--- src/sv/assert_macros.svh ---
// Assertion macros for the RTL files, included by chkv_back
`ifndef ASSERT_MACROS_SVH
`define ASSERT_MACROS_SVH

// Implication checked on every rising clock edge outside reset
`define CHK_IMPL(lbl, clk, rst_n, ante, cons) \
	lbl: assert property (@(posedge clk) disable iff (!rst_n) (ante) |-> (cons)) \
		else $error("check failed");

// Next-cycle implication
`define CHK_NEXT(lbl, clk, rst_n, ante, cons) \
	lbl: assert property (@(posedge clk) disable iff (!rst_n) (ante) |=> (cons)) \
		else $error("check failed");

`endif

--- src/sv/chkv_pkg.sv ---
// ----------------------------------------------------------------------------
// chkv_pkg: shared types and constants of the hash key-value store
// Bucket geometry, command codes and the request record between the stages.
// ----------------------------------------------------------------------------
package chkv_pkg;

	localparam int BUCKET_COUNT = 64;
	localparam int CHAIN_DEPTH  = 4;
	localparam int BKT_W        = (BUCKET_COUNT > 1) ? $clog2(BUCKET_COUNT) : 1;
	localparam int CNT_W        = 9;
	localparam int QUEUE_DEPTH  = 2;

	typedef enum logic [1:0] {
		CMD_INSERT = 2'd0,
		CMD_FIND   = 2'd1,
		CMD_REMOVE = 2'd2,
		CMD_NOP    = 2'd3
	} cmd_t;

	typedef logic [CHAIN_DEPTH-1:0] way_mask_t;

	// classified request handed from front to back
	typedef struct packed {
		cmd_t              cmd;
		logic [BKT_W-1:0]  bucket;
		logic [63:0]       key;
		logic [63:0]       value;
	} req_t;

	typedef enum logic [1:0] {
		BK_IDLE,
		BK_READ,
		BK_EXEC,
		BK_HOLD
	} bk_state_t;

	// bucket index: key modulo the bucket count
	function automatic logic [BKT_W-1:0] bucket_of(input logic [63:0] k);
		logic [63:0] r;
		r = k % 64'(BUCKET_COUNT);
		return r[BKT_W-1:0];
	endfunction

endpackage

--- src/sv/chkv_stream_if.sv ---
// ----------------------------------------------------------------------------
// chkv_req_if / chkv_rsp_if: valid-ready channels of the store
// One interface per channel direction of payload.
// ----------------------------------------------------------------------------
interface chkv_req_if;
	logic        valid;
	logic        ready;
	logic [1:0]  cmd;
	logic [63:0] key;
	logic [63:0] value;
	modport source (output valid, cmd, key, value, input ready);
	modport sink   (input valid, cmd, key, value, output ready);
endinterface


--- src/sv/chkv_front.sv ---
// ----------------------------------------------------------------------------
// chkv_front: request intake and queue
// Takes command beats, works out the bucket and holds them in a short FIFO.
// ----------------------------------------------------------------------------
module chkv_front (
	input  logic                  clk,
	input  logic                  arst_n,
	chkv_req_if.sink              req,
	output logic                  q_valid,
	output chkv_pkg::req_t        q_data,
	input  logic                  q_pop
);

	localparam int PTR_W = $clog2(chkv_pkg::QUEUE_DEPTH);

	chkv_pkg::req_t    fifo_q [chkv_pkg::QUEUE_DEPTH];
	logic [PTR_W-1:0]  wr_ptr_q;
	logic [PTR_W-1:0]  rd_ptr_q;
	logic [PTR_W:0]    fill_q;
	logic              push;
	chkv_pkg::req_t    cls;

	// classify the incoming beat
	always_comb begin
		cls.cmd    = chkv_pkg::cmd_t'(req.cmd);
		cls.bucket = chkv_pkg::bucket_of(req.key);
		cls.key    = req.key;
		cls.value  = req.value;
	end

	assign req.ready = (fill_q != (PTR_W+1)'(chkv_pkg::QUEUE_DEPTH));
	assign push      = req.valid && req.ready;
	assign q_valid   = (fill_q != '0);
	assign q_data    = fifo_q[rd_ptr_q];

	// storage
	always_ff @(posedge clk) begin
		if (push) begin
			fifo_q[wr_ptr_q] <= cls;
		end
	end

	// pointers and fill level
	always_ff @(posedge clk or negedge arst_n) begin
		if (!arst_n) begin
			wr_ptr_q <= '0;
			rd_ptr_q <= '0;
			fill_q   <= '0;
		end else begin
			if (push) wr_ptr_q <= wr_ptr_q + 1'b1;
			if (q_pop) rd_ptr_q <= rd_ptr_q + 1'b1;
			fill_q <= fill_q + (PTR_W+1)'(push) - (PTR_W+1)'(q_pop);
		end
	end

endmodule

--- src/flat_wrapper.sv ---
// flat-port wrapper written by rule: the top's interface ports become plain ports
module chkv_front_flat 
  (clk, arst_n, q_valid, q_data, q_pop, req_valid, req_cmd, req_key, req_value, req_ready);
  chkv_req_if req_i ();
  input  logic clk;
  input  logic arst_n;
  output logic q_valid;
  output chkv_pkg::req_t q_data;
  input  logic q_pop;
  input wire logic [$bits(req_i.valid)-1:0] req_valid;
  input wire logic [$bits(req_i.cmd)-1:0] req_cmd;
  input wire logic [$bits(req_i.key)-1:0] req_key;
  input wire logic [$bits(req_i.value)-1:0] req_value;
  output wire logic [$bits(req_i.ready)-1:0] req_ready;
  assign req_i.valid = req_valid;
  assign req_i.cmd = req_cmd;
  assign req_i.key = req_key;
  assign req_i.value = req_value;
  assign req_ready = req_i.ready;
  chkv_front u_core (.clk(clk), .arst_n(arst_n), .req(req_i), .q_valid(q_valid), .q_data(q_data), .q_pop(q_pop));
endmodule
--- config.mk ---
export PLATFORM = sky130hd
export DESIGN_NAME = chkv_front_flat
export DESIGN_NICKNAME = d
export VERILOG_FILES = /design/src/sv/assert_macros.svh /design/src/sv/chkv_pkg.sv /design/src/sv/chkv_stream_if.sv /design/src/sv/chkv_front.sv /design/src/flat_wrapper.sv
export SDC_FILE = /design/constraint.sdc
export NUM_CORES = 1
export LEC_CHECK = 0
export BUFFER_PORTS_ARGS = -buffer_cell sky130_fd_sc_hd__buf_2
export CAP_MARGIN = 20
export CORE_MARGIN = 8
export CORE_UTILIZATION = 49
export CTS_BUF_LIST = sky130_fd_sc_hd__clkbuf_2 sky130_fd_sc_hd__clkbuf_4 sky130_fd_sc_hd__clkbuf_8
export CTS_CLUSTER_SIZE = 24
export DETAILED_ROUTE_END_ITERATION = 8
export PLACE_DENSITY = 0.78
export SKIP_LAST_GASP = 1
export SYNTH_ARGS = -nofsm -noshare
export SYNTH_HDL_FRONTEND = slang
export SYNTH_SLANG_ARGS = --single-unit
--- constraint.sdc ---
create_clock -name clk -period 6.5 [get_ports clk]
set_input_delay 0 -clock clk [delete_from_list [all_inputs] [get_ports clk]]
set_output_delay 0 -clock clk [all_outputs]
set_load 0.01 [all_outputs]
Word-level counts from Yosys, hierarchy flattened

Memories as Yosys holds them, arrays and structs flattened.
Cells that the tools add are included.

Bits in registers: 4
Bits in writable memories: 272
Logic and storage cells: 13
Memories kept: 1

Add/subtract/negate cells: 4
Eq/ne operators: 1
Multiplexer cells: 2
Reduce and logical (&&, ||, !) cells: 2

Memories:

| memory        | depth | bits a word | read ports | clocked after memory_dff | write ports | line             | text |
|---|---|---|---|---|---|---|---|
| u_core.fifo_q | 2     | 136         | 1          | 0                        | 1           | chkv_front.sv:16 | `chkv_pkg::req_t fifo_q [chkv_pkg::QUEUE_DEPTH];` |

Operators with widths:

| operator                                      | count |
|---|---|
| adder 1 bit (second input constant)           | 2 |
| adder 2 x 1 -> 2 bit                          | 1 |
| two-way mux 1 bit                             | 2 |
| inequality test 2 bit (second input constant) | 1 |
| nonzero test 2 bit                            | 1 |
| subtractor 2 x 1 -> 2 bit                     | 1 |
| logical AND 1 bit                             | 1 |

Longest topological paths before layout

Gate-level depths: netlist of the first run.

Depth in word-level cells: 4
Mapped depth: 5
Depth with buffers taken out: 5

Least setup slack after synthesis of the first run

Ideal clock, no wire load.

Kind: register to register
From: register u_core.fill_q[0]
To: memory u_core.fifo_q[0][0] in the netlist's numbering, enable pin
Setup time: 621 ps
Arrival: 6076 ps
Required time: 5879 ps
Setup slack: -197 ps
Stages on the path, launching flop included: 4
Path buffers: 0
Period minus slack after synthesis: 6697 ps
Cells stage by stage: dfrtp_1 nand2b_1 nand2_1 nor2_1

Cells in the longest elaborated chain, start to end: 4

RTL lines:

| item                                    | line               | text |
|---|---|---|
| from (decl)                             | chkv_front.sv:19   | `logic [PTR_W:0] fill_q;` |
| from (signal assigned)                  | chkv_front.sv:52   | `fill_q <= fill_q + (PTR_W+1)'(push) - (PTR_W+1)'(q_pop);` |
| inequality test 2 bit                   | chkv_front.sv:31   | `assign req.ready = (fill_q != (PTR_W+1)'(chkv_pkg::QUEUE_DEPTH));` |
| named net req_ready                     | flat_wrapper.sv:14 | `output wire logic [$bits(req_i.ready)-1:0] req_ready;` |
| logical AND 1 bit                       | chkv_front.sv:32   | `assign push = req.valid && req.ready;` |
| two-way mux 1 bit                       | chkv_front.sv:38   | `if (push) begin` |
| two-way mux 1 bit (implied by the code) | chkv_front.sv:39   | `fifo_q[wr_ptr_q] <= cls;` |
| to (decl)                               | chkv_front.sv:16   |  |

The timed path passes the listed nets, and every way through them passes these cells.

==> results of run 1 <==
worst max-delay path, stage by stage, from the launching register on:
cell     delay [ns]
dfrtp_4        1.04
buf_4          0.86
mux2_2         0.44
buf_2          0.15
state kept, by name, summed over array words and instances, names as in the netlist:
register / flops
u_core.fifo_q: 260
u_core.wr_ptr_q: 1
u_core.rd_ptr_q: 1
u_core.fill_q: 2
power by group:
part / leakage (nW) / internal (mW) / switching [mW]
sequential: 2.46 / 2.33 / 0.185
clock: 0.398 / 0.723 / 0.600
combinational: 2.59 / 0.917 / 0.900
total: 5.45 / 3.97 / 1.69
cells by family after synthesis:
logic type,after synthesis
xor+xnor,4
flops,264
mux,131
simple gates,7
buf+inv,22
fa+ha+maj,1
final cells by class:
type | instances | area [um2] | share of cell area [%]
sequential | 264 | 7910 | 57.9
timing repair buffer | 410 | 2740 | 20.0
multi-input combinational | 143 | 1910 | 14.0
clock buffer | 49 | 637 | 4.66
tap | 270 | 338 | 2.47
clock inverter | 19 | 136 | 0.998
inverter | 1 | 3.75 | 0.0275
metal layers:
layer / vias up / share of wire [%] / track usage [%]
met4: 0 / 2.9 / 6.69
met3: 53 / 7.4 / 6.05
met1: 2754 / 41 / 20.1
met2: 240 / 49 / 28.7
met5: - / 0 / 0
li1: 2559 / - / -
what timing repair did:
| action | in CTS | in global routing |
|---|---|---|
| setup endpoints to repair | 0 | 0 |
| setup buffers | 0 | 0 |
| gates resized for setup | 0 | 0 |
| hold buffers | 134 | 0 |
| hold endpoints to repair | 268 | 0 |
placed cells by master, fill, tap and decap left out, types with 2 or more instances in the layout:
cell	count
clkinv_2	4
xor2_1	2
xnor2_1	2
clkbuf_8	43
clkinv_1	11
bufinv_16	2
edfxtp_1	260
clkinvlp_4	2
mux2_2	40
nand2_1	2
buf_4	5
dfrtp_1	3
dlygate4sd3_1	134
clkbuf_4	6
buf_2	271
mux2_4	90
per-stage QoR:
| stage | area (um2) | util, % |
|---|---|---|
| floorplan | 10000 | - |
| global placement | 11600 | 57.5 |
| detailed placement | 11600 | 57.5 |
| CTS | 13700 | 68.0 |
| global route | 13700 | 68.0 |
| finish | 13700 | 68.0 |
final timing paths:
path	from	endpoint	slack [ns]
min reg2reg	u_core.wr_ptr_q$_DFFE_PN0P_	u_core.wr_ptr_q$_DFFE_PN0P_	0.59
min in group asynchronous	arst_n	u_core.wr_ptr_q$_DFFE_PN0P_	0.40
max	u_core.rd_ptr_q$_DFFE_PN0P_	q_data[100]	3.38
min	req_key[39]	u_core.fifo_q[0][103]$_DFFE_PP_	0.20
max in group asynchronous	arst_n	u_core.rd_ptr_q$_DFFE_PN0P_	5.89
max reg2reg	u_core.fill_q[0]$_DFF_PN0_	u_core.fifo_q[1][112]$_DFFE_PP_	3.83
==> metrics, run 1 <==
routed wire length=22,600 um; clock latency at the later pin of the worst-skew pair=0.52 ns; critical path endpoint category=output pin; Async SR Flop Fraction=1.52%; HP Class=in -> reg; crit-path max FO=55; Synth cell types=19; Die Wd=159 um; Port-buffer cells=271; GRT Total Usage=17.2%; clock slew at reported path FFs=0.06 ns; Max IR drop VDD=0.242 mV; Period minus WS final=3.12 ns; fraction of layout cells with a size suffix above 1=52.7%; initial antenna violation count=0; # rows=52; Synth Area in Adders=0.125%; Synth Area in Compound Gates=0%; worst slew pin tran=1.06 ns; Wirelength per Cell=19.5 um; largest net degree at the start of global routing=80; post-route ant nets=0; first-pass GRT wire length=34,600 um; XOR/XNOR share of the synthesized area=0.350%; Max-slew headroom=29.2%; clock sinks=264; largest family of logic cells by synthesized area=multiplexers; hold depth=2; CP startpoint kind=register; worst-case reg-to-reg path depth=3; drc violations=0; top-count cell post-synth=edfxtp_1; drt pass-1 iters=4; Post-synth top cells=260 x edfxtp_1, 90 x mux2_4, 40 x mux2_2, 10 x buf_6, 6 x buf_4; Synth Area in Simple Gates=0.363%; crit share post-route=48.0%; Yosys reg bits=264; CP arrival=3.12 ns; fillers=1,268; synthesis-to-finish area growth=36.7%; detailed-route via count=5,606; CTS Buf Count=41; drt initial violations=203; hold slack=0.203 ns; endpoints failing hold=0; Final Setup Violations=0; Max Clock Freq=0.320 GHz; core area=20,100 um2; power density cells=414 nW/um2; Initial Util=49.7%; Max Slew Vio Count=0; multiplexer area fraction after synthesis=18.1%; grt total ovfl=0; Yosys warnings=0; CTS max path bufs=3; Ant. Diodes=0; Data required, critical path=6.50 ns; ys flop type=edfxtp_1; NumNets Final=996; dpl hpwl=14,000 um; pre-CTS setup slack=3.84 ns; Vias/cell=4.85; post-synthesis cell count=429; average size of a mapped cell=23.3 um2; Final WS setup=3.38 ns; H-tree Lvls=2; Final Skew=0.0145 ns; final std cells w/o fill=1,156; status=finished, final reports clean; total power draw=5.66 mW; placed insts=954; Net Count, Synth=564; clk root buf=clkbuf_8; Die Ht=159 um; Mapped Area=10000 um2; vias in the first global route=6,272; global placer's final weighted congestion=0.752; RSZ-0062 raised after global routing=false; Static Leak=5.45 nW; WS Path Type=reg -> out; CTS tree=yes; number of flops mapped to enable cells by yosys=260; MaxCap Viol Count=0; total die area=25,200 um2; ranking of synthesized cells by area=edfxtp_1 78%, mux2_4 14%, mux2_2 4.5%; Yosys top cell by area=edfxtp_1; final setup TNS=0 ns; top-area cell type share of the netlist area=78.1%; IO Count=272; share of the yosys chip area belonging to registers=79.1%
Note: power is estimated with default switching activity, not from simulation.
==> inputs of run 2 (changes only) <==
--- a/config.mk
+++ b/config.mk
@@ -5,14 +5,15 @@
 export SDC_FILE = /design/constraint.sdc
 export NUM_CORES = 1
 export LEC_CHECK = 0
+export ABC_AREA = 1
 export BUFFER_PORTS_ARGS = -buffer_cell sky130_fd_sc_hd__buf_2
 export CAP_MARGIN = 20
 export CORE_MARGIN = 8
-export CORE_UTILIZATION = 49
+export CORE_UTILIZATION = 54
 export CTS_BUF_LIST = sky130_fd_sc_hd__clkbuf_2 sky130_fd_sc_hd__clkbuf_4 sky130_fd_sc_hd__clkbuf_8
 export CTS_CLUSTER_SIZE = 24
 export DETAILED_ROUTE_END_ITERATION = 8
-export PLACE_DENSITY = 0.78
+export PLACE_DENSITY = 0.82
 export SKIP_LAST_GASP = 1
 export SYNTH_ARGS = -nofsm -noshare
 export SYNTH_HDL_FRONTEND = slang
==> constraint.sdc (replaced) <==
create_clock -name clk -period 3.1 [get_ports clk]
set_input_delay 0 -clock clk [delete_from_list [all_inputs] [get_ports clk]]
set_output_delay 0 -clock clk [all_outputs]
set_load 0.01 [all_outputs]
==> run 2 against run 1 <==
Compared with the run above: combinational power is 120% higher; highest routed layer is now met5; worst hold slack worse by 0.0051 ns; critical path depth is the same; clock skew up 0.0039 ns; critical path type unchanged; worst setup slack worse by 2.5 ns; via count grew 3.4%; wire length increased by 6.9%; largest power group unchanged.
==> metrics, run 2 <==
Max-slew headroom=47.5%; CP max stage delay=0.69 ns; ys flop type=edfxtp_1; critical path endpoint category=output pin; clock sinks=264; RSZ-0062 raised after global routing=false; # rows=50; Synth cell types=15; Port-buffer cells=271; clk root buf=clkbuf_8; Yosys reg bits=264; RR Startpoint=u_core.fill_q[1]$_DFF_PN0_; Worst Hold Endpoint=u_core.fifo_q[1][122]$_DFFE_PP_; GRT Total Usage=20.2%; Die Ht=152 um; Post-DP Area=11,600 um2; Net Switching=3.65 mW; drc violations=0; Initial Util=54.3%; global placer's final weighted congestion=0.754; top-count cell post-synth=edfxtp_1; clock power share=23.9%; clock latency at the later pin of the worst-skew pair=0.52 ns; dpl hpwl=14,100 um; fraction of layout cells with a size suffix above 1=52.3%; power density cells=877 nW/um2; top flop regs=u_core.fifo_q x260, u_core.fill_q x2; first-pass GRT wire length=36,700 um; Wirelength per Cell=21.1 um; detailed-route via count=5,794; most common cell after layout, fill and taps aside=buf_2; grt total ovfl=0; CP max-delay cell=dfrtp_4; WS Path Type=reg -> out; Final Cell Area=13,800 um2; Period minus WS final=2.21 ns; Data required, critical path=3.10 ns; Gate power share=33.4%; status=finished, final reports clean; vias in the first global route=6,623; sequential share of power=42.8%; worst-case reg-to-reg path depth=4; Max Clock Freq=0.452 GHz; CTS Buf Count=42; routed wire length=24,100 um; post-route ant nets=0; Hold Startpoint=req_key[58]; total power draw=12.1 mW; Max IR drop VDD=0.543 mV; MaxCap Viol Count=0; Net Count, Synth=575; clock slew at reported path FFs=0.07 ns; Die Wd=152 um; Post-synth top cells=260 x edfxtp_1, 90 x mux2_4, 40 x mux2_2, 10 x buf_6, 8 x nand2_1; CP cell instances=buf_12, mux2_2, buf_2; Synth Area in Simple Gates=0.550%; CP startpoint kind=register; share of the yosys chip area belonging to registers=78.9%; internal power=8.44 mW; HP Class=in -> reg; Synth Area in Compound Gates=0.0500%; CTS tree=yes; Sw Ratio=30.2%; core area=18,500 um2; H-tree Lvls=2; endpoints failing hold=0; CTS max path bufs=3; crit-path max FO=59; crit share post-route=71.4%; most frequent cells in the layout=271 x buf_2, 260 x edfxtp_1, 134 x dlygate4sd3_1; reg-to-reg slack, setup=1.04 ns; Final Skew=0.0183 ns; CP arrival=2.21 ns; reg2reg end=u_core.fifo_q[1][107]$_DFFE_PP_; multiplexer area fraction after synthesis=18.0%; average size of a mapped cell=22.8 um2; Vias/cell=5.07; XOR/XNOR share of the synthesized area=0.175%; synthesis-to-finish area growth=37.7%; largest family of logic cells by synthesized area=multiplexers; NumNets Final=1,010; worst slew pin tran=0.785 ns; drt initial violations=276; total die area=23,200 um2; Max Slew Vio Count=0; hold depth=2; largest net degree at the start of global routing=83; Synth Area in Adders=0.125%; Final Setup Violations=0; Static Leak=5.57 nW; ranking of synthesized cells by area=edfxtp_1 78%, mux2_4 13%, mux2_2 4.5%; IO Count=272; Post-Route Utilization=74.7%; fillers=972; Async SR Flop Fraction=1.52%; post-synthesis cell count=440; Yosys warnings=0; max reg flops=260; initial antenna violation count=2; drt pass-1 iters=4; number of flops mapped to enable cells by yosys=260; top-area cell type share of the netlist area=77.9%; Yosys top cell by area=edfxtp_1; Mapped Area=10,000 um2; Most flops, register=u_core.fifo_q
## run 2: logic make-up (layout without fill, tap and decap cells)
family                     after synthesis  count (layout)
AOI/OAI and AO/OA                        1               1
xor gates and xnor gates                 2               2
adders and majority gates                1               1
buffers and inverters                   28             495
DFF                                    264             264
muxes                                  130             130
other                                    0               1
and+or+nand+nor                         14              14
## run 2: per-layer routing
metal | GRT usage, % | wire length (um) | vias up
li1 | - | - | 2601
met1 | 21.7 | 8920 | 2861
met2 | 36.8 | 12700 | 282
met3 | 6.75 | 1920 | 48
met4 | 6.90 | 557 | 2
met5 | 0 | 13 | -
## run 2: how the worst max path moves through the flow
stage | from | end | slack [ns] | cells after the start
after floorplan | u_core.fill_q[1]$_DFF_PN0_ | u_core.fifo_q[1][0]$_DFFE_PP_ | -1.42 | 3
final | u_core.rd_ptr_q$_DFFE_PN0P_ | q_data[108] | 0.89 | 3
after global placement | u_core.fill_q[1]$_DFF_PN0_ | u_core.fifo_q[1][2]$_DFFE_PP_ | 1.12 | 4
after CTS | u_core.rd_ptr_q$_DFFE_PN0P_ | q_data[108] | 0.86 | 3
after detailed placement | u_core.fill_q[1]$_DFF_PN0_ | u_core.fifo_q[1][109]$_DFFE_PP_ | 1.04 | 4
after global routing | u_core.rd_ptr_q$_DFFE_PN0P_ | q_data[108] | 0.77 | 3
## run 2: through the flow
step           std cells  TNS (ns)  setup WS [ns]  hold slack, ns
2_1_floorplan        440   -367.06          -1.42          -0.296
3_3_place_gp         931         0           1.12          -0.195
3_5_place_dp         931         0           1.04          -0.186
4_1_cts             1141         0          0.856           0.167
5_1_grt             1142         0          0.775           0.175
6_report            1142         0          0.887           0.198
## run 2: cell type report
class,instances,area (um2),share of cell area (%)
Antenna cell,1,2.50,0.0181
Clock buffer,52,672,4.87
Clock inverter,24,154,1.12
Inverter,7,26.3,0.191
Multi-Input combinational cell,148,1910,13.8
Sequential cell,264,7910,57.4
Tap cell,234,293,2.12
Timing Repair Buffer,412,2830,20.5
## run 2: critical path: cells and delay by family, from the launching register on
family	cells	cell delay (ns)
buf+inv	2	0.56
mux	1	0.39
flops	1	0.69
## run 2: repair_timing
item,in CTS,in global routing
setup buffers,0,0
hold endpoints to repair,268,0
hold buffers,134,0
gates resized for setup,0,0
## run 2: power groups by stage
stage / Combinational (mW) / Clock, mW / Sequential (mW)
after CTS: 4.02 / 2.92 / 5.14
final: 4.04 / 2.88 / 5.17
after floorplan: 2.69 / 0 / 5.16
after global placement: 3.80 / 0 / 5.15
after global routing: 4.26 / 3.11 / 5.22
after detailed placement: 3.87 / 0 / 5.21
